===== config.mk =====
export PLATFORM = sky130hd
export DESIGN_NAME = fsp_ctrl
export DESIGN_NICKNAME = d
export VERILOG_FILES = /design/src/sv/fsp_pkg.sv /design/src/sv/fsp_ctrl.sv
export SDC_FILE = /design/constraint.sdc
export NUM_CORES = 1
export LEC_CHECK = 0
export BUFFER_PORTS_ARGS = -buffer_cell sky130_fd_sc_hd__buf_2
export CAP_MARGIN = 20
export CORE_MARGIN = 2
export CORE_UTILIZATION = 40
export DETAILED_ROUTE_END_ITERATION = 8
export GPL_ROUTABILITY_DRIVEN = 0
export PLACE_DENSITY = 0.84
export SETUP_SLACK_MARGIN = 0.02
export SLEW_MARGIN = 25
export SYNTH_ARGS = -nofsm -noshare
export SYNTH_HDL_FRONTEND = slang
export SYNTH_SLANG_ARGS = --single-unit

===== constraint.sdc =====
create_clock -name clock -period 1.1 [get_ports clock]
set_input_delay 0.275 -clock clock [delete_from_list [all_inputs] [get_ports clock]]
set_output_delay 0.275 -clock clock [all_outputs]
set_load 0.005 [all_outputs]

===== src/sv/fsp_pkg.sv =====
// Shared types and constants for the send-count planner.
// Holds the controller/datapath command and status structs and the quantile table.
// No dependencies.
package fsp_pkg;

   localparam int WANTED_W  = 14;
   localparam int PACKETS_W = 16;
   localparam int CSR_IDX_W = 2;
   localparam int CSR_DAT_W = 16;
   localparam int QUANT_W   = 19;

   localparam logic [CSR_IDX_W-1:0] CSR_LOSS_FRAC = 2'd0;
   localparam logic [CSR_IDX_W-1:0] CSR_FAIL_EXP  = 2'd1;

   localparam logic [15:0] LOSS_FRAC_RESET = 16'd6554;
   localparam logic [3:0]  FAIL_EXP_RESET  = 4'd6;

   localparam logic [QUANT_W-1:0] QUANTILE_Q16 [10] = '{
      19'd83988, 19'd152460, 19'd202521, 19'd243729, 19'd279504,
      19'd311520, 19'd340744, 19'd367788, 19'd393072, 19'd416897
   };

   typedef enum logic [4:0] {
      ST_IDLE, ST_DISPATCH, ST_INIT, ST_EX_CHECK, ST_STEP_BEGIN,
      ST_SW_RD, ST_SW_MUL, ST_SW_WR, ST_FR_CHECK, ST_FR_RD, ST_FR_CMP,
      ST_ANS, ST_TB_RD, ST_TB_OUT, ST_OUT_SAT, ST_AP_SQUARE, ST_AP_MUL,
      ST_AP_ARG, ST_SQ, ST_AP_SECOND, ST_AP_NUM, ST_DV, ST_AP_OUT
   } ctrl_state_type;

   typedef struct packed {
      logic load;
      logic init;
      logic step_begin;
      logic sw_read;
      logic sw_mul;
      logic sw_write;
      logic fr_read;
      logic fr_inc;
      logic ans_update;
      logic tab_read;
      logic out_table;
      logic out_sat;
      logic ap_square;
      logic ap_mul;
      logic ap_arg;
      logic sq_iter;
      logic ap_second;
      logic ap_num;
      logic dv_iter;
      logic ap_out;
   } dp_cmd_type;

   typedef struct packed {
      logic cfg_wr;
      logic exact;
      logic hit;
      logic full;
      logic sweep_last;
      logic front_more;
      logic front_below;
      logic sq_last;
      logic dv_last;
   } dp_status_type;

   function automatic logic [3:0] exp_sel(input logic [3:0] k);
      logic [3:0] r;
      if (k < 4'd1) begin
         r = 4'd0;
      end else if (k > 4'd10) begin
         r = 4'd9;
      end else begin
         r = k - 4'd1;
      end
      return r;
   endfunction

endpackage


===== src/sv/fsp_ctrl.sv =====
// Controller state machine of the send-count planner.
// Depends on fsp_pkg; drives fsp_dpath through command and status structs.
module fsp_ctrl (
   input  logic                  clock,
   input  logic                  reset,
   input  logic                  start,
   output logic                  busy,
   input  fsp_pkg::dp_status_type status,
   output fsp_pkg::dp_cmd_type   cmd
);

   fsp_pkg::ctrl_state_type state_ff, state_in;
   logic init_pending_ff, init_pending_in;

   always_ff @(posedge clock) begin
      if (reset) begin
         state_ff        <= fsp_pkg::ST_IDLE;
         init_pending_ff <= 1'b1;
      end else begin
         state_ff        <= state_in;
         init_pending_ff <= init_pending_in;
      end
   end

   always_comb begin
      state_in        = state_ff;
      init_pending_in = init_pending_ff;
      cmd             = '0;
      if (status.cfg_wr) begin
         init_pending_in = 1'b1;
      end
      case (state_ff)
         fsp_pkg::ST_IDLE: begin
            if (start) begin
               cmd.load = 1'b1;
               state_in = fsp_pkg::ST_DISPATCH;
            end
         end
         fsp_pkg::ST_DISPATCH: begin
            if (init_pending_ff) begin
               state_in = fsp_pkg::ST_INIT;
            end else if (status.exact) begin
               state_in = fsp_pkg::ST_EX_CHECK;
            end else begin
               state_in = fsp_pkg::ST_AP_SQUARE;
            end
         end
         fsp_pkg::ST_INIT: begin
            cmd.init        = 1'b1;
            init_pending_in = 1'b0;
            state_in        = fsp_pkg::ST_DISPATCH;
         end
         fsp_pkg::ST_EX_CHECK: begin
            if (status.hit) begin
               state_in = fsp_pkg::ST_TB_RD;
            end else if (status.full) begin
               state_in = fsp_pkg::ST_OUT_SAT;
            end else begin
               state_in = fsp_pkg::ST_STEP_BEGIN;
            end
         end
         fsp_pkg::ST_STEP_BEGIN: begin
            cmd.step_begin = 1'b1;
            state_in       = fsp_pkg::ST_SW_RD;
         end
         fsp_pkg::ST_SW_RD: begin
            cmd.sw_read = 1'b1;
            state_in    = fsp_pkg::ST_SW_MUL;
         end
         fsp_pkg::ST_SW_MUL: begin
            cmd.sw_mul = 1'b1;
            state_in   = fsp_pkg::ST_SW_WR;
         end
         fsp_pkg::ST_SW_WR: begin
            cmd.sw_write = 1'b1;
            state_in = status.sweep_last ? fsp_pkg::ST_FR_CHECK : fsp_pkg::ST_SW_RD;
         end
         fsp_pkg::ST_FR_CHECK: begin
            state_in = status.front_more ? fsp_pkg::ST_FR_RD : fsp_pkg::ST_ANS;
         end
         fsp_pkg::ST_FR_RD: begin
            cmd.fr_read = 1'b1;
            state_in    = fsp_pkg::ST_FR_CMP;
         end
         fsp_pkg::ST_FR_CMP: begin
            if (status.front_below) begin
               cmd.fr_inc = 1'b1;
               state_in   = fsp_pkg::ST_FR_CHECK;
            end else begin
               state_in = fsp_pkg::ST_ANS;
            end
         end
         fsp_pkg::ST_ANS: begin
            cmd.ans_update = 1'b1;
            state_in       = fsp_pkg::ST_EX_CHECK;
         end
         fsp_pkg::ST_TB_RD: begin
            cmd.tab_read = 1'b1;
            state_in     = fsp_pkg::ST_TB_OUT;
         end
         fsp_pkg::ST_TB_OUT: begin
            cmd.out_table = 1'b1;
            state_in      = fsp_pkg::ST_IDLE;
         end
         fsp_pkg::ST_OUT_SAT: begin
            cmd.out_sat = 1'b1;
            state_in    = fsp_pkg::ST_IDLE;
         end
         fsp_pkg::ST_AP_SQUARE: begin
            cmd.ap_square = 1'b1;
            state_in      = fsp_pkg::ST_AP_MUL;
         end
         fsp_pkg::ST_AP_MUL: begin
            cmd.ap_mul = 1'b1;
            state_in   = fsp_pkg::ST_AP_ARG;
         end
         fsp_pkg::ST_AP_ARG: begin
            cmd.ap_arg = 1'b1;
            state_in   = fsp_pkg::ST_SQ;
         end
         fsp_pkg::ST_SQ: begin
            cmd.sq_iter = 1'b1;
            if (status.sq_last) begin
               state_in = fsp_pkg::ST_AP_SECOND;
            end
         end
         fsp_pkg::ST_AP_SECOND: begin
            cmd.ap_second = 1'b1;
            state_in      = fsp_pkg::ST_AP_NUM;
         end
         fsp_pkg::ST_AP_NUM: begin
            cmd.ap_num = 1'b1;
            state_in   = fsp_pkg::ST_DV;
         end
         fsp_pkg::ST_DV: begin
            cmd.dv_iter = 1'b1;
            if (status.dv_last) begin
               state_in = fsp_pkg::ST_AP_OUT;
            end
         end
         fsp_pkg::ST_AP_OUT: begin
            cmd.ap_out = 1'b1;
            state_in   = fsp_pkg::ST_IDLE;
         end
         default: begin
            state_in = fsp_pkg::ST_IDLE;
         end
      endcase
   end

   assign busy = (state_ff != fsp_pkg::ST_IDLE);

endmodule


==> results.tsv <==
stage	metric	value	unit
drt	drtIter0Drc	47	
yosys	seq_area_frac_synth	18.3	%
worst_setup_path	cp_max_fo	8	
yosys	async_flop_share	0	%
yosys	yosys_warnings	0	
timing	rsz0062_at_grt	true	
yosys	synth_top_flop_cell	dfxtp_1	
floorplan	die_area	0.00199	sq mm
cells_and_area	final_nets	171	
timing	max_freq	662	MHz
pwr	peakVddDrop	0.831	mV
worst_setup_path	worst_ep_arrival_time	1240	ps
drt	final_antenna_net_count	0	
yosys	synth_area	658	sq um
place	io_buffers	32	
pwr	p_leak	0.000589	uW
cts	cts.sinks	6	
grt	gr-total-overflow	0	
worst_setup_path	critical_path_class	reg2out	
place	placed_area	0.00106	sq mm
place	hpwl	1820	um
grt	grt_pass1_vias	862	
timing	worstMarginPinSlew	357	ps
timing	slew_violations	0	
run_status	violations	setup timing	
worst_setup_path	startpoint_type	flip-flop	
run	maxCapViolCount	0	
grt	grt_pass1_wl	3930	um
grt	grt_max_degree	17	
cells_and_area	drive_above_1_share	67.5	%
drt	via_per_inst	6.27	
floorplan	pin_count	33	
timing	postLayoutSetupSlackWorst	-411	ps
cells_and_area	finalInstanceArea	0.00131	sq mm
drt	drc	0	
cells_and_area	multiInputGateArea	647	sq um
drt	drt_first_pass_iters	4	
timing	period_share	137	%
timing	finalCriticalPeriod	1510	ps
worst_setup_path	end_kind	primary output	
cts	cts_tree	built	
yosys	synth_edf_count	0	
cts	clock_latency	260	ps
floorplan	coreArea	0.00152	sq mm
floorplan	num_rows	14	
yosys	syn_inst	99	
worst_setup_path	worst_ep_required_time	820	ps
cts	htreeDepth	1	
cells_and_area	area_growth	99.1	%
cts	root_buffer	clkbuf_4	
min_path	worst_hold_path_type	in2reg	
yosys	ys_ff_latch	6	
run_status	status	finished, violations left	
yosys	yosysUniqueCellTypes	35	
timing	hold_violations	0	
pwr	power_density	1190	mW/mm^2
cells_and_area	diodes	0	
drt	wl	3280	um
cts	clkSlewWorstSetupHoldPaths	40	ps
timing	setup_violations	26	
cells_and_area	fillers	82	
grt	track_usage	27.5	%
cts	numCtsBuffers	3	
pwr	power	1560	uW
grt	grt_antenna_before_repair	0	
yosys	syn_area_per_cell	6.65	sq um
cts	cts_hold_buf	0	
place	dp_slack	-269	ps
floorplan	start_util	43.2	%
timing	maxSlewHeadroom	75.9	%
floorplan	fp.dieH	44.6	um
timing	finalSetupTns	-9000	ps
yosys	synth_nets	111	
drt	wl_per_cell	19.0	um
drt	vias	1085	
floorplan	die_w	44.6	um
timing	clock-skew-final	0.791	ps
cts	cts_buffer_depth	2	
cells_and_area	regArea	139	sq um
layout by cell type (no fill, tap or decap), types with 2 or more instances in the layout:
| master | synthesis | final |
|---|---|---|
| buf_4 | 2 | 22 |
| buf_6 | 1 | 7 |
| buf_2 | 5 | 32 |
| a21oi_2 | 0 | 2 |
| nor3_1 | 8 | 2 |
| o21bai_1 | 2 | 2 |
| buf_12 | 0 | 3 |
| nor2_2 | 0 | 4 |
| o21ai_0 | 2 | 2 |
| nand2_1 | 10 | 6 |
| a31oi_1 | 2 | 2 |
| nor2_4 | 0 | 5 |
| nand2b_4 | 1 | 3 |
| nand3_2 | 0 | 2 |
| nor3_2 | 0 | 6 |
| nand2_4 | 1 | 3 |
| dfxtp_4 | 0 | 5 |
| nand3_1 | 4 | 2 |
| a21oi_1 | 5 | 3 |
| a32oi_1 | 2 | 2 |
| clkbuf_4 | 0 | 3 |
| inv_1 | 3 | 2 |
| nor2_1 | 21 | 12 |
| o21ai_1 | 2 | 2 |
cell families (layout without fill, tap and decap cells):
| kind of cell | after synthesis | count (layout) | synth area share [%] |
|---|---|---|---|
| AND/OR/NAND/NOR | 56 | 56 | 42.4 |
| AO/OA/AOI/OAI | 23 | 23 | 27.4 |
| buffers and inverters | 13 | 71 | 10.6 |
| XOR/XNOR | 1 | 1 | 1.33 |
| flip-flops | 6 | 6 | 18.3 |
synth_stat cells, types with 2 or more instances:
cell type / n / area (sq um)
o21bai_1: 2 / 15.0
inv_1: 3 / 11.3
nor4_1: 2 / 12.5
nand3_1: 4 / 20.0
buf_4: 2 / 15.0
o21ai_0: 2 / 10.0
a21oi_1: 5 / 25.0
nor3_1: 8 / 40.0
a31oi_1: 2 / 12.5
nor2_1: 21 / 78.8
nand2_1: 10 / 37.5
o21ai_1: 2 / 10.0
dfxtp_1: 6 / 120
buf_2: 5 / 25.0
nand2b_1: 3 / 18.8
a32oi_1: 2 / 17.5
o2111ai_1: 2 / 17.5
critical path, cell delays in order, from the launching register on:
cell and delay (ps):
dfxtp_4 360, buf_12 150, nor3_2 190, and3_1 180, buf_2 100
stage by stage:
stage / std cells / util [%] / hold WS (ps)
final: 173 / 86.0 / 266
after global routing: 173 / 86.0 / 315
after CTS: 167 / 77.1 / 271
after detailed placement: 156 / 69.5 / 520
after global placement: 156 / 69.5 / 515
after floorplan: 99 / - / 337
power breakdown:
group	switching [uW]	internal, uW
clock network	95.0	124
registers	130	261
logic	494	460
total	719	846
repair_timing:
item                                    in CTS  in global routing
setup buffers                                9                  7
gates resized for setup                     12                 22
endpoints found under the setup margin      27                 27
pin swaps                                    7                  8
gates cloned                                 0                  0
flip-flops by register name, indices dropped and copies added, names as in the netlist:
register,count
init_pending_ff,1
state_ff,5
path summary, 6_finish.rpt:
kind | start | to | slack (ps) | depth (start not counted)
worst max-delay path | state_ff[3] | cmd[19] | -410 | 4
worst min register to register | init_pending_ff | init_pending_ff | 640 | 3
worst min-delay path | status[8] | init_pending_ff | 270 | 3
worst max register to register | state_ff[2] | state_ff[0] | -350 | 6
layout make-up:
type	count	area share, %
Timing Repair Buffer	64	35.4
Tap cell	16	1.53
Inverter	4	1.34
Multi-Input combinational cell	80	49.4
Clock buffer	3	1.72
Sequential cell	6	10.6
layer usage:
layer	share of wire (%)	GRT usage, %
met1	36	33.6
met2	49	46.4
met3	8.2	7.76
met4	6.2	8.48
met5	0	0
No activity file was read; power rests on OpenSTA's default activity.
